**config.mk**
```make
export PLATFORM = sky130hd
export DESIGN_NAME = sit_ram
export DESIGN_NICKNAME = d
export VERILOG_FILES = /design/src/rtl/sit_pkg.sv /design/src/rtl/sit_ram.sv
export SDC_FILE = /design/constraint.sdc
export NUM_CORES = 2
export LEC_CHECK = 0
export BUFFER_PORTS_ARGS = -buffer_cell sky130_fd_sc_hd__buf_2
export CORE_MARGIN = 1.5
export CORE_UTILIZATION = 50
export DETAILED_ROUTE_END_ITERATION = 12
export GPL_TIMING_DRIVEN = 0
export PLACE_DENSITY = 0.7
export SETUP_SLACK_MARGIN = 0.15
export SYNTH_ARGS = -nofsm -noshare
export SYNTH_HDL_FRONTEND = slang
export SYNTH_MEMORY_MAX_BITS = 65536
export SYNTH_SLANG_ARGS = --single-unit
```
**constraint.sdc**
```tcl
create_clock -name clock -period 46.5 [get_ports clock]
set_clock_uncertainty 0.15 [all_clocks]
set_input_delay 9.3 -clock clock [delete_from_list [all_inputs] [get_ports clock]]
set_output_delay 9.3 -clock clock [all_outputs]
set_load 0.01 [all_outputs]
```
**src/rtl/sit_pkg.sv**
```systemverilog
// ----------------------------------------------------------------------------
// sit_pkg
// Types and codes shared by the sorted item table modules.
// ----------------------------------------------------------------------------
package sit_pkg;

   localparam logic [2:0] CMD_ADD    = 3'd0;
   localparam logic [2:0] CMD_REMOVE = 3'd1;
   localparam logic [2:0] CMD_SORT   = 3'd2;
   localparam logic [2:0] CMD_SEARCH = 3'd3;
   localparam logic [2:0] CMD_LIST   = 3'd4;

   localparam logic [2:0] KEY_NAME   = 3'd1;
   localparam logic [2:0] KEY_KIND   = 3'd2;
   localparam logic [2:0] KEY_AMOUNT = 3'd3;
   localparam logic [2:0] KEY_RANK   = 3'd4;

   localparam logic [2:0] ST_OK        = 3'd0;
   localparam logic [2:0] ST_FULL      = 3'd1;
   localparam logic [2:0] ST_EMPTY     = 3'd2;
   localparam logic [2:0] ST_NOT_FOUND = 3'd3;
   localparam logic [2:0] ST_NOT_SORTED = 3'd4;
   localparam logic [2:0] ST_BAD_KEY   = 3'd5;

   typedef struct packed {
      logic [63:0] name_hi;
      logic [63:0] name_lo;
      logic [63:0] kind_hi;
      logic [63:0] kind_lo;
      logic [15:0] amount;
      logic [2:0]  rank;
   } record_type;

   typedef struct packed {
      logic [2:0]  command;
      logic [2:0]  sort_key;
      logic [63:0] name_hi;
      logic [63:0] name_lo;
      logic [63:0] kind_hi;
      logic [63:0] kind_lo;
      logic [15:0] amount;
      logic [2:0]  rank;
   } req_type;

   typedef struct packed {
      logic [2:0]  status;
      logic [4:0]  entries;
      logic [63:0] out_name_hi;
      logic [63:0] out_name_lo;
      logic [63:0] out_kind_hi;
      logic [63:0] out_kind_lo;
      logic [15:0] out_amount;
      logic [2:0]  out_rank;
      logic        last;
   } rsp_type;

   // true when record a must move after record b under the key
   function automatic logic out_of_order(logic [2:0] key, record_type a, record_type b);
      logic r;
      case (key)
         KEY_NAME: r = {a.name_hi, a.name_lo} > {b.name_hi, b.name_lo};
         KEY_KIND: r = {a.kind_hi, a.kind_lo} > {b.kind_hi, b.kind_lo};
         KEY_AMOUNT: r = a.amount > b.amount;
         default: r = a.rank > b.rank;
      endcase
      return r;
   endfunction

endpackage

```
**src/rtl/sit_ram.sv**
```systemverilog
// ----------------------------------------------------------------------------
// sit_ram
// Record store: one write port, one read port, registered read data.
// ----------------------------------------------------------------------------
module sit_ram #(
   parameter int Depth = 16,
   parameter int AddrWidth = 4
) (
   input  logic                   clock,
   input  logic                   wr_en,
   input  logic [AddrWidth-1:0]   wr_addr,
   input  sit_pkg::record_type    wr_data,
   input  logic [AddrWidth-1:0]   rd_addr,
   output sit_pkg::record_type    rd_data
);

   sit_pkg::record_type mem [Depth];

   // write and registered read
   always_ff @(posedge clock) begin
      if (wr_en) begin
         mem[wr_addr] <= wr_data;
      end
      rd_data <= mem[rd_addr];
   end

endmodule

```
# [Yosys cells after proc, flatten, opt, wreduce, memory -nomap -nowiden]
# Memory sizes are Yosys's and may differ from the RTL's. A register that Yosys moved wholly into a read port is not among the register bits.
# Cells that the tools add are included.
[classes] n_mux=2
[ops] cell="$mux W1" count=2
[word_totals] regBits=0 mem_bits_rw=4400 inputBits=285 output_inout_bits=275 word_cells=3 mem_count=1
[mem_list] memory="mem" words=16 width=275 read_ports=1 rd_ports_with_merged_regs=1 write_ports=1 line_no="sit_ram.sv:17" rtl="sit_pkg::record_type mem [Depth];"

# [Longest topological paths before layout]
[depth] depth_word=2 depth_mapped=9 ltp_nobuf=4

# [Worst setup path after synthesis]
# OpenSTA, ideal clock, no wires.
[synth_path] path_type="input port to flip-flop" startpoint="in wr_addr[2]" endpoint="mem mem[0][0] (netlist bit), enable pin" setup_time_ns=1.252 arrival_time_ns=28.307 required_time_ns=45.098 slack_ns=16.791 path_stages=2 n_path_buf=0 cell_sequence="or3b_2 -> nor3_1"
[synth_rtl] item="start: declaration" line_no="sit_ram.sv:11" rtl="input logic [AddrWidth-1:0] wr_addr,"
[synth_rtl] item="end: declaration" line_no="sit_ram.sv:17"
# Straight into the memory's write port.

# [Worst setup path in the final report]
[layout_path] startpoint="in wr_addr[2]" endpoint="mem mem[0][261] (netlist bit), enable pin"
# Straight into the memory's write port.

==> impl_metrics.py <==
metrics = {
    "place": {
        "io_buffers": 555,
        "place.gp.congestion": 0.7559,
        "dp.cells": 12570,
        "hpwl_um": 283000,
        "post_dp_cell_area_um2": 183900,
    },
    "power_and_ir_drop": {
        "power_frac_seq_pct": 53.5,
        "p_leak_nw": 65.00,
        "pwr-share-clk_pct": 41.3,
        "share_comb_of_total_power_pct": 5.1,
        "swShare_pct": 21.30,
        "p_sw_w": 0.001891,
        "power.density_nw_per_um2": 44.60,
        "ir_drop_mv": 0.04075,
        "power.internal_w": 0.006987,
    },
    "clocking": {
        "cts_setup_buffers": 0,
        "hold_buffers": 0,
        "cts_made_buffers": 447,
        "cts.path.max_buffers": 4,
        "htreeDepth": 5,
        "ctsResizeCount": 0,
        "cts_tree": "done",
        "clock-root-buffer": "clkbuf_16",
        "cts.clk_slew.worst_paths_ps": 60,
        "clkLatencyLatePin_ps": 1020,
        "cts_sinks": 4675,
    },
    "yosys": {
        "synth_simple_gate_area_share_pct": 0.8237,
        "yosysSeqAreaShare_pct": 81.04,
        "synthCells": 7165,
        "synth_top_family_by_area": "multiplexers",
        "ys_seq_elements": 4675,
        "synth-main-ff-cell": "edfxtp_1",
        "yosys.area_share.xor_xnor_pct": 0,
        "synth.most_common_cell": "edfxtp_1",
        "synth_compound_area_share_pct": 2.587,
        "avgSynthCellArea_um2": 23.70,
        "synth_area_leaders": "edfxtp_1, mux4_2, dfxtp_1",
        "ys_types": 21,
        "syn_nets": 7450,
        "synthAdderAreaFrac_pct": 0,
        "muxShareOfSynthArea_pct": 14.51,
        "yosys_warnings": 0,
        "synth_top_area_cell": "edfxtp_1",
        "async_flop_share_pct": 0,
        "synth_top_area_share_pct": 77.80,
        "synth_common_cells": "edfxtp_1, mux4_2, a22oi_1, dfxtp_1, nand2_1",
        "synth_edf_count": 4400,
        "netlist_area_um2": 169800,
    },
    "critical_path": {
        "critical_path_class": "in2reg",
        "r2r_end": "rd_data[259]$_DFF_P_",
        "cp.required_ps": 47040,
        "crit_top_cell": "buf_6",
        "reg2regPathDepth": 3,
        "critPathLaunchType": "primary input",
        "path_max_fanout": 10,
        "slowest_stage": "nor3_2",
        "path_buf_inv": 10,
        "regToRegStartpoint": "mem[11][259]$_DFFE_PP_",
        "cp_num_cells": 12,
        "cp.arrival_ps": 12380,
        "r2r_slack_ps": 44800,
        "setup.worst_path.end_class": "register",
        "cpPeakStageDelay_ps": 650,
        "crit_family": "buffers and inverters",
        "path_cells": "buf_2, or3b_2, nor3_2, buf_6, buf_6, buf_6, buf_6, buf_6, buf_6, buf_6, buf_8, buf_6",
    },
    "floorplan": {
        "die_x_um": 585.8,
        "die_h_um": 585.8,
        "die_area_um2": 343200,
        "initial_core_util_pct": 50.34,
        "rows": 213,
        "pin_count": 560,
        "core_um2": 337400,
    },
    "sta": {
        "rsz0062_at_grt": "no",
        "period_needed_ps": 11850,
        "timing.final.crit_share_pct": 25.48,
        "relSlewSlack_pct": 5.570,
        "hold_viol": 0,
        "setup_viol": 0,
        "fmax_mhz": 84.41,
        "slew_viol_final": 0,
        "fin_tns_setup_ps": 0,
        "tightest_slew_ps": 1414,
    },
    "route": {
        "drcViolationCount": 0,
        "wl_um": 431300,
        "viasPerCell": 6.112,
        "drt_iter0_drc": 10750,
        "drt-pass1-iter-count": 6,
        "via_count": 82440,
        "post_drt_wl_per_cell_um": 31.98,
        "ant_nets": 0,
    },
    "grt": {
        "grtUsageTotal_pct": 24.99,
        "antenna_found_initial": 148,
        "grt_max_degree": 28,
        "grt_pass1_wl_um": 606600,
        "overflow": 0,
        "use_met2_pct": 39.97,
        "grt.met3_usage_pct": 4.954,
        "globalRouteMet1Util_pct": 35.27,
        "grt-busiest-layer": "met2",
        "grt_pass1_vias": 83310,
    },
    "finish": {
        "final_area_um2": 199000,
        "nNetsFinal": 8784,
        "area_growth_pct": 17.20,
        "final_core_util_pct": 59.00,
        "instances_no_fill": 13490,
        "fillers": 23380,
        "drive_gt1_share_pct": 31.57,
    },
    "worst_hold_path": {
        "holdPathEnd": "rd_data[223]$_DFF_P_",
        "hold_start": "mem[10][223]$_DFFE_PP_",
        "hp-class": "reg2reg",
        "hold_depth": 3,
    },
    "outcome": {
        "status": "finished clean",
    },
    "run": {
        "drv_cap": 0,
    },
}
## power by group through the flow
stage          clock (W)  combinational (W)  sequential [W]
3_3_place_gp           0           0.000429         0.00489
5_1_grt          0.00387           0.000486         0.00476
3_5_place_dp           0           0.000460         0.00484
6_report         0.00367           0.000457         0.00475
4_1_cts          0.00371           0.000462         0.00475
2_1_floorplan          0           0.000222         0.00486
## through the flow
step | hold WS [ps] | setup slack, ps | power (W)
after floorplan | 484.9 | 16790 | 0.005081
after global placement | 502.4 | -6711 | 0.005322
after detailed placement | 509.7 | 33630 | 0.005301
after CTS | 479.7 | 34680 | 0.008927
after global routing | 527.7 | 34580 | 0.009116
final | 478.2 | 34650 | 0.008878
## cells in the final DEF (no fill, tap or decap), types with 4 or more instances in the layout
master and instances:
clkinv_1 57, buf_16 24, buf_12 151, dfxtp_1 275
inv_6 5, clkbuf_8 43, clkinv_8 7, bufinv_16 43
nand3_1 38, mux4_2 1026, buf_6 128, nor2_4 13
edfxtp_1 4400, diode_2 81, o21ai_0 5, buf_1 23
buf_4 36, clkinv_16 9, nor3_2 4, a22oi_1 582
inv_16 8, buf_8 25, buf_2 724, clkbuf_2 11
mux2i_1 153, nand2_1 271, clkinv_2 79, clkbuf_1 262
clkinv_4 5, clkbuf_16 450, clkinvlp_4 13, nor2b_1 8
## per-layer routing
metal	share of wire [%]	vias to the layer above
li1	-	33400
met1	39	43920
met2	49	4335
met3	9.6	721
met4	2.9	58
met5	0.086	-
## kinds of logic (layout without fill, tap and decap cells)
logic type      count (synthesis)  after routing
flops                        4675           4675
mux                          1179           1179
compound gates                587            587
buf+inv                       378           2104
simple gates                  346            346
other cells                     0             81
## worst max path at each step
stage	start	end
2_1_floorplan	wr_addr[2]	mem[0][0]$_DFFE_PP_
3_3_place_gp	wr_addr[2]	mem[0][14]$_DFFE_PP_
3_5_place_dp	wr_addr[2]	mem[0][272]$_DFFE_PP_
4_1_cts	wr_addr[2]	mem[0][261]$_DFFE_PP_
5_1_grt	wr_addr[2]	mem[0][261]$_DFFE_PP_
6_report	wr_addr[2]	mem[0][261]$_DFFE_PP_
## worst reg2reg max path, stage by stage (launching register included)
cell	delay (ps)
edfxtp_1	390
mux4_2	490
a22oi_1	400
nand2_1	130
## state kept, by name, summed over array words and instances (netlist names)
| register | flops |
|---|---|
| mem | 4400 |
| rd_data | 275 |
## cell type report
cell class / instances / area [um^2] / share of cell area, %
well taps: 4515 / 5649 / 2.838
clock buffers: 614 / 12310 / 6.183
repair buffers: 885 / 8282 / 4.161
diodes: 81 / 202.7 / 0.1018
plain buffers: 378 / 1783 / 0.8957
clock inverters: 227 / 2641 / 1.327
multi-input cells: 2112 / 30550 / 15.35
flip-flops and latches: 4675 / 137600 / 69.15
Note: power is estimated with default switching activity, not from simulation.
